## config.mk

```make
export PLATFORM = sky130hd
export DESIGN_NAME = smrq_ctrl
export DESIGN_NICKNAME = d
export VERILOG_FILES = /design/src/sv/smrq_pkg.sv /design/src/sv/smrq_ctrl.sv
export SDC_FILE = /design/constraint.sdc
export NUM_CORES = 1
export LEC_CHECK = 0
export ABC_CLOCK_PERIOD_IN_PS = 1400
export BUFFER_PORTS_ARGS = -buffer_cell sky130_fd_sc_hd__buf_2
export CORE_AREA = 2 2 39 41
export CTS_BUF_LIST = sky130_fd_sc_hd__clkbuf_4 sky130_fd_sc_hd__clkbuf_8
export DETAILED_ROUTE_END_ITERATION = 10
export DIE_AREA = 0 0 41 43
export PLACE_DENSITY_LB_ADDON = 0.05
export SLEW_MARGIN = 10
export SYNTH_ARGS = -nofsm -noshare
export SYNTH_HDL_FRONTEND = slang
export SYNTH_SLANG_ARGS = --single-unit
```

## constraint.sdc

```tcl
create_clock -name i_clk -period 1.4 [get_ports i_clk]
set_input_delay 0.28 -clock i_clk [delete_from_list [all_inputs] [get_ports i_clk]]
set_output_delay 0.28 -clock i_clk [all_outputs]
set_load 0.02 [all_outputs]
```

## src/sv/smrq_pkg.sv

```systemverilog
`timescale 1ns / 1ps

package smrq_pkg;

    localparam int ACT_W   = 2;
    localparam int BYTE_W  = 8;
    localparam int LEN_W   = 6;
    localparam int STAT_W  = 3;
    localparam int OCC_W   = 5;
    localparam int SLOTS_W = 5;
    localparam int APB_AW  = 3;
    localparam int APB_DW  = 32;

    // Actions of an input word
    localparam logic [ACT_W-1:0] ACT_PUSH   = 2'd0;
    localparam logic [ACT_W-1:0] ACT_COMMIT = 2'd1;
    localparam logic [ACT_W-1:0] ACT_POP    = 2'd2;

    // Result status codes
    localparam logic [STAT_W-1:0] ST_COMMIT_OK  = 3'd0;
    localparam logic [STAT_W-1:0] ST_COMMIT_REJ = 3'd1;
    localparam logic [STAT_W-1:0] ST_POP_DATA   = 3'd2;
    localparam logic [STAT_W-1:0] ST_POP_EMPTY  = 3'd3;
    localparam logic [STAT_W-1:0] ST_POP_BIG    = 3'd4;

    // Register index, taken from paddr[2]
    localparam logic CFG_IDX_SLOTS = 1'b0;
    localparam logic CFG_IDX_PLIM  = 1'b1;

    typedef struct packed {
        logic [ACT_W-1:0]  action;
        logic [BYTE_W-1:0] data_byte;
        logic [LEN_W-1:0]  reader_capacity;
    } t_in_word;

    typedef struct packed {
        logic [STAT_W-1:0] status;
        logic [BYTE_W-1:0] out_byte;
        logic              byte_valid;
        logic              last;
        logic [OCC_W-1:0]  occupancy;
    } t_out_word;

    typedef struct packed {
        logic              push;
        logic              commit;
        logic              pop_start;
        logic              pop_check;
        logic              copy_step;
        logic              rd_step;
        logic              load_res;
        logic              load_byte;
        logic [STAT_W-1:0] res_status;
    } t_cmd;

    typedef struct packed {
        logic commit_ok;
        logic copy_needed;
        logic copy_last;
        logic q_empty;
        logic pop_big;
        logic pop_zero;
        logic rd_left;
        logic rdv;
        logic rd_last;
        logic out_free;
    } t_sts;

endpackage

```

## src/sv/smrq_ctrl.sv

```systemverilog
`timescale 1ns / 1ps

module smrq_ctrl
    import smrq_pkg::*;
(
    input  logic             i_clk,
    input  logic             i_rst_n,
    input  logic             i_in_valid,
    input  logic [ACT_W-1:0] i_action,
    output logic             o_in_stall,
    input  t_sts             i_sts,
    output t_cmd             o_cmd
);

    localparam logic [2:0] S_IDLE   = 3'd0;
    localparam logic [2:0] S_COPY   = 3'd1;
    localparam logic [2:0] S_EMIT   = 3'd2;
    localparam logic [2:0] S_CHK    = 3'd3;
    localparam logic [2:0] S_STREAM = 3'd4;

    logic [2:0]        r_state, n_state;
    logic [STAT_W-1:0] r_kind, n_kind;
    logic              accept;

    assign o_in_stall = (r_state != S_IDLE);
    assign accept     = i_in_valid && (r_state == S_IDLE);

    always_comb begin
        n_state = r_state;
        n_kind  = r_kind;
        o_cmd   = '0;
        o_cmd.res_status = r_kind;
        unique case (r_state)
            S_IDLE: begin
                if (accept) begin
                    unique case (i_action)
                        ACT_PUSH: begin
                            o_cmd.push = 1'b1;
                        end
                        ACT_COMMIT: begin
                            o_cmd.commit = 1'b1;
                            n_kind  = i_sts.commit_ok ? ST_COMMIT_OK : ST_COMMIT_REJ;
                            n_state = i_sts.copy_needed ? S_COPY : S_EMIT;
                        end
                        ACT_POP: begin
                            if (i_sts.q_empty) begin
                                n_kind  = ST_POP_EMPTY;
                                n_state = S_EMIT;
                            end else begin
                                o_cmd.pop_start = 1'b1;
                                n_state = S_CHK;
                            end
                        end
                        default: begin
                            // unused action: drop the word
                        end
                    endcase
                end
            end
            S_COPY: begin
                o_cmd.copy_step = 1'b1;
                if (i_sts.copy_last) begin
                    n_state = S_EMIT;
                end
            end
            S_EMIT: begin
                if (i_sts.out_free) begin
                    o_cmd.load_res = 1'b1;
                    n_state = S_IDLE;
                end
            end
            S_CHK: begin
                if (i_sts.pop_big) begin
                    n_kind  = ST_POP_BIG;
                    n_state = S_EMIT;
                end else begin
                    o_cmd.pop_check = 1'b1;
                    n_kind  = ST_POP_DATA;
                    n_state = i_sts.pop_zero ? S_EMIT : S_STREAM;
                end
            end
            S_STREAM: begin
                o_cmd.rd_step   = i_sts.rd_left && (!i_sts.rdv || i_sts.out_free);
                o_cmd.load_byte = i_sts.rdv && i_sts.out_free;
                if (o_cmd.load_byte && i_sts.rd_last) begin
                    n_state = S_IDLE;
                end
            end
            default: begin
                n_state = S_IDLE;
            end
        endcase
    end

    always_ff @(posedge i_clk) begin
        if (!i_rst_n) begin
            r_state <= S_IDLE;
            r_kind  <= ST_COMMIT_OK;
        end else begin
            r_state <= n_state;
            r_kind  <= n_kind;
        end
    end

endmodule

```

==> run_results.csv, run 1 <==
group,metric,value,unit
worst_setup_path,cp_data_required_time,1120,ps
global_route,use_met2,0.303,
drt,post-route-drc-count,0,
place,post-dp-hpwl,1060,um
drt,wirelength,1340,um
floorplan,start_util,0.337,
final_layout,postLayoutCoreUtil,0.608,
clock_network,clockBufferDepth,2,
power,switchingPower,0.000343,W
global_route,grt.busiest_layer,"met2",
power,intPower,0.000562,W
worst_setup_path,cp_max_fo,5,
worst_setup_path,path_cells,"or4b_4 -> nor3_4 -> buf_6",
worst_setup_path,arrival,1470,ps
power,total_leakage_power,0.389,nW
drt,dr.pass1.iters,4,
timing,fin_setup_tns,-1930,ps
outcome,status,"finished with violations",
global_route,antenna_found_initial,0,
global_route,gr-usage-all-layers,0.185,
clock_network,cts_tree,"yes",
yosys,synth_warnings,0,
final_layout,syn_to_final_growth,80.2,%
timing,max_freq,573,MHz
timing,tightest_slew,402,ps
yosys,synth_compound_area_frac,0.174,
power,power_frac_comb,0.598,
clock_network,clock_latency,240,ps
yosys,synth_top_family_by_area,"simple AND/OR/NAND/NOR gates",
worst_setup_path,path_class,"reg -> out",
final_layout,diodes,0,
timing,timing.final.hold_violations,0,
power,clockPowerShare,0.171,
drt,vias_per_cell,5.06,
timing,drv_slew,0,
yosys,synth_nets,70,
clock_network,numCtsBuffers,3,
floorplan,dieArea,1760,um^2
power,p_seq_frac,0.232,
yosys,ys_seq_area_frac,0.257,
clock_network,clock-root-buffer,"clkbuf_4",
power,power_density,1080,nW/um^2
yosys,synthesis.area,467,um^2
power,swShare,0.379,
drt,first_iter_violations,2,
worst_setup_path,crit_family,"simple AND/OR/NAND/NOR gates",
power,p_total,0.000905,W
floorplan,fp-row-count,14,
clock_network,htree_levels,1,
floorplan,io-pin-count,27,
final_layout,final_cell_mix,"buf_2 (17), buf_4 (12), buf_6 (8)",
yosys,synth_xor_area_frac,0.0188,
timing,skew,0.723,ps
place,portBuffers,26,
worst_setup_path,endpoint_kind,"output port",
timing,rsz0062_at_grt,"true",
worst_setup_path,crit_path_max_incr_delay,540,ps
global_route,grt_overflow,0,
place,finalWeightedCongestion,0.696,
worst_setup_path,cp-start-kind,"flip-flop",
global_route,grt_util_met1,0.224,
global_route,grt_pass1_vias,551,
power,vdd_drop_max,0.951,mV
yosys,ys_seq_elements,6,
drt,drt-wirelength-per-cell,12.2,um
clock_network,cts.sinks,6,
worst_hold_path,hold_class,"in -> reg",
final_layout,drive_above_1_share,0.638,
final_layout,layout_commonest_cell,"buf_2",
drt,num_vias,557,
worst_setup_path,critPathSlowestCell,"or4b_4",
outcome,violations,"setup timing",
clock_network,clk_pin_slew,40,ps
floorplan,core_area,1380,um^2
timing,setup_violations,13,
final_layout,fin_nets,111,
yosys,synthMuxAreaShare,0.0214,
yosys,synth.distinct_cells,29,
timing,setup_ws,-345,ps
flow_run,maxCapViolations,0,
worst_setup_path,critPathBufInv,1,
global_route,grt_max_degree,11,
drt,postRouteAntennaNets,0,
floorplan,chipWidth,41,um
yosys,synthSimpleGateAreaFrac,0.488,
global_route,grt_pass1_wl,2230,um
yosys,avgSynthCellArea,8.49,um^2
timing,slew_headroom,0.729,
yosys,synth_fa_ha_area_frac,0,
global_route,grt_use_met3,0.0628,
timing,holdWs,334,ps
clock_network,cts_hold_buf,0,
timing,fin_crit_sh,1.25,
yosys,syn_inst,55,
timing,min_period,1750,ps
floorplan,fp.dieH,43,um
layout make-up:
cell class,count,area (um^2)
Multi-Input combinational cell,45,394
Sequential cell,6,125
Fill cell,126,543
Inverter,3,13.8
Clock buffer,3,22.5
Timing Repair Buffer,37,265
Tap cell,16,20.0
layer usage:
metal,wire length [um],vias up
li1,-,288
met1,567,254
met2,705,15
met3,67,0
met4,0,0
met5,0,-
stage by stage:
stage | cell area (um^2) | setup slack [ps] | cells
2_1_floorplan | 500 | -81.5 | 55
6_report | 841 | -345 | 110
3_3_place_gp | 711 | -120 | 105
5_1_grt | 841 | -390 | 110
3_5_place_dp | 711 | -136 | 105
4_1_cts | 817 | -358 | 111
worst reg2reg max path: cells and delay by family (launching register included):
family / cells / cell delay [ps]
simple gates: 2 / 690
compound gates: 2 / 210
flops: 1 / 350
buf+inv: 1 / 170
worst paths after layout:
path / startpoint / end / slack [ps] / cells after the start
max: r_state[2] / o_cmd[10] / -350 / 3
min: i_rst_n / r_state[2] / 330 / 2
max reg2reg: r_state[2] / r_kind[2] / -130 / 5
min reg2reg: r_kind[0] / r_kind[0] / 550 / 1
sequential cells by signal (all words and copies together) (netlist names):
name and count:
r_kind 3, r_state 3
power by group through the flow:
stage                     clock network, W  logic [W]  registers, W
after detailed placement                 0   0.000440      0.000212
after CTS                         0.000161   0.000532      0.000209
after global placement                   0   0.000436      0.000212
after global routing              0.000171   0.000588      0.000211
after floorplan                          0   0.000271      0.000228
final                             0.000155   0.000541      0.000209
timing repair:
item / CTS / global route
setup buffers: 3 / 0
pin swaps: 6 / 5
gates cloned: 0 / 0
endpoints found under the setup margin: 13 / 14
gates resized for setup: 19 / 8
logic make-up (layout without fill, tap and decap cells):
kind of cell | count (synthesis) | count (layout)
AOI/OAI and AO/OA | 9 | 9
muxes | 1 | 1
xor gates and xnor gates | 1 | 1
DFF | 6 | 6
buffers and inverters | 4 | 43
and+or+nand+nor | 34 | 34
synth_stat cells, drive strengths merged:
cell type / instances / area (um^2)
nor3b: 1 / 7.51
nor2: 2 / 7.51
or4b: 2 / 27.5
nor3: 7 / 45.0
a21oi: 4 / 31.3
buf: 1 / 7.51
o2111a: 1 / 11.3
nand3: 3 / 15.0
o41ai: 1 / 16.3
nor4: 1 / 12.5
o21ai: 1 / 5.00
and3: 3 / 18.8
or2b: 2 / 16.3
inv: 3 / 11.3
o21a: 1 / 7.51
xor2: 1 / 8.76
nor4b: 1 / 8.76
dfxtp: 6 / 120
and2: 2 / 12.5
and3b: 1 / 10.0
mux2i: 1 / 10.0
nand2b: 1 / 6.26
nand3b: 2 / 15.0
or3: 1 / 6.26
nand2: 5 / 18.8
o311a: 1 / 10.0
No activity file was read; power rests on OpenSTA's default activity.
==> inputs of run 2 (changes only) <==
Settings changed: PLACE_DENSITY_LB_ADDON 0.05 to 0.12.
==> run 2 against run 1 <==
The flow still finishes with violations (setup timing). Hold slack gained 5.7 ps. Fmax down 0.22%. Clock power about the same. Count of clock-buffer cells in the layout unchanged. Combinational power up 4%. Via count is 3.2% higher.
==> run_results.csv, run 2 (synthesis results as in run 1) <==
group,metric,value,unit
final_layout,syn_to_final_growth,82.8,%
global_route,grt_max_degree,11,
final_layout,largest_registers,"r_kind x3, r_state x3",
power,swShare,0.390,
final_layout,diodes,0,
clock_network,clock_latency,240,ps
timing,max_freq,572,MHz
floorplan,io-pin-count,27,
worst_setup_path,reg2reg_depth,5,
worst_hold_path,holdPathStages,2,
worst_setup_path,crit_path_max_incr_delay,590,ps
drt,dr.pass1.iters,4,
power,p_seq_frac,0.233,
timing,slew_headroom,0.793,
timing,fin_setup_tns,-1990,ps
drt,wirelength,1440,um
power,switchingPower,0.000365,W
timing,skew,2.18,ps
worst_setup_path,arrival,1470,ps
clock_network,clockBufferDepth,2,
worst_setup_path,path_cells,"or4b_4 -> nor3_4 -> buf_6",
final_layout,drive_above_1_share,0.667,
final_layout,final_area,853,um^2
power,power_density,1100,nW/um^2
drt,postRouteAntennaNets,0,
timing,fin_crit_sh,1.25,
timing,timing.final.hold_violations,0,
floorplan,dieArea,1760,um^2
floorplan,chipWidth,41,um
final_layout,stdcell_count,109,
power,vdd_drop_max,0.678,mV
timing,setup_ws,-349,ps
clock_network,clock-root-buffer,"clkbuf_4",
final_layout,postLayoutCoreUtil,0.617,
floorplan,fp.dieH,43,um
final_layout,layout_commonest_cell,"buf_2",
global_route,gr-usage-all-layers,0.180,
floorplan,core_area,1380,um^2
outcome,status,"finished with violations",
drt,drt-wirelength-per-cell,13.2,um
place,placed_cells,103,
place,portBuffers,26,
drt,num_vias,575,
worst_setup_path,path_class,"reg -> out",
worst_hold_path,min_from,"i_rst_n",
drt,vias_per_cell,5.28,
power,total_leakage_power,0.389,nW
power,clockPowerShare,0.168,
outcome,violations,"setup timing",
clock_network,cts.sinks,6,
worst_setup_path,critPathSlowestCell,"or4b_4",
flow_run,maxCapViolations,0,
global_route,grt_overflow,0,
global_route,grt_pass1_wl,2210,um
clock_network,htree_levels,1,
drt,post-route-drc-count,0,
timing,min_period,1750,ps
final_layout,final_cell_mix,"buf_2 (17), buf_4 (11), buf_6 (7)",
global_route,grt_pass1_vias,549,
floorplan,fp-row-count,14,
global_route,antenna_found_initial,0,
timing,rsz0062_at_grt,"true",
timing,drv_slew,0,
worst_setup_path,cp-start-kind,"flip-flop",
final_layout,fill_cells,128,
worst_setup_path,crit_start,"r_state[2]",
drt,first_iter_violations,8,
worst_setup_path,cp_data_required_time,1120,ps
floorplan,start_util,0.337,
power,intPower,0.000571,W
worst_setup_path,endpoint_kind,"output port",
final_layout,fin_nets,110,
clock_network,numCtsBuffers,3,
worst_setup_path,r2r_start,"r_state[2]",
timing,tightest_slew,310,ps
clock_network,clk_pin_slew,40,ps
timing,setup_violations,12,
place,postPlaceCellArea,696,um^2
place,post-dp-hpwl,1020,um
power,power_frac_comb,0.598,
clock_network,cts_tree,"yes",
worst_setup_path,cp_max_fo,4,
place,finalWeightedCongestion,0.742,
worst_hold_path,hold_class,"in -> reg",
==> run 2: final timing paths <==
| kind | to | slack (ps) |
|---|---|---|
| worst max-delay path | o_cmd[8] | -350 |
| worst max register to register | r_kind[0] | -170 |
| worst min-delay path | r_state[2] | 340 |
| worst min register to register | r_kind[0] | 530 |
==> run 2: area by class of cell <==
type                       instances  area, um^2  share of cell area
sequential                         6         124               0.145
timing repair buffer              36         262               0.306
multi-input combinational         45         409               0.479
inverter                           3        16.3              0.0191
tap                               16        20.0              0.0235
clock buffer                       3        22.5              0.0264
==> run 2: critical path, delay by kind of cell, from the launching register on <==
family	cells	cell delay (ps)
and+or+nand+nor	2	780
DFF	1	310
buffers and inverters	1	140
==> run 2: what timing repair did <==
action | 4_1_cts | 5_1_grt
gates cloned | 0 | 0
hold buffers | 0 | 0
setup endpoints to repair | 14 | 14
gates resized for setup | 26 | 6
setup buffers | 4 | 0
pin swaps | 8 | 5
==> run 2: routing by layer <==
metal	up-vias	GRT usage	routed length [um]
li1	285	-	-
met4	0	0.0600	12
met1	260	0.201	552
met5	-	0	0
met2	28	0.316	769
met3	2	0.0366	106
==> run 2: per-stage QoR <==
step                      hold slack [ps]  total power, W  setup slack (ps)
final                                 340        0.000936              -349
after global routing                  348        0.000988              -383
after CTS                             334        0.000913              -351
after detailed placement              522        0.000639              -162
after global placement                517        0.000636              -139
after floorplan                       398        0.000499             -81.5
==> run 2: power by group through the flow <==
stage,Combinational [W],Sequential [W],Clock (W)
2_1_floorplan,0.000271,0.000228,0
3_3_place_gp,0.000426,0.000210,0
3_5_place_dp,0.000425,0.000214,0
4_1_cts,0.000532,0.000216,0.000164
5_1_grt,0.000600,0.000221,0.000167
6_report,0.000560,0.000218,0.000158
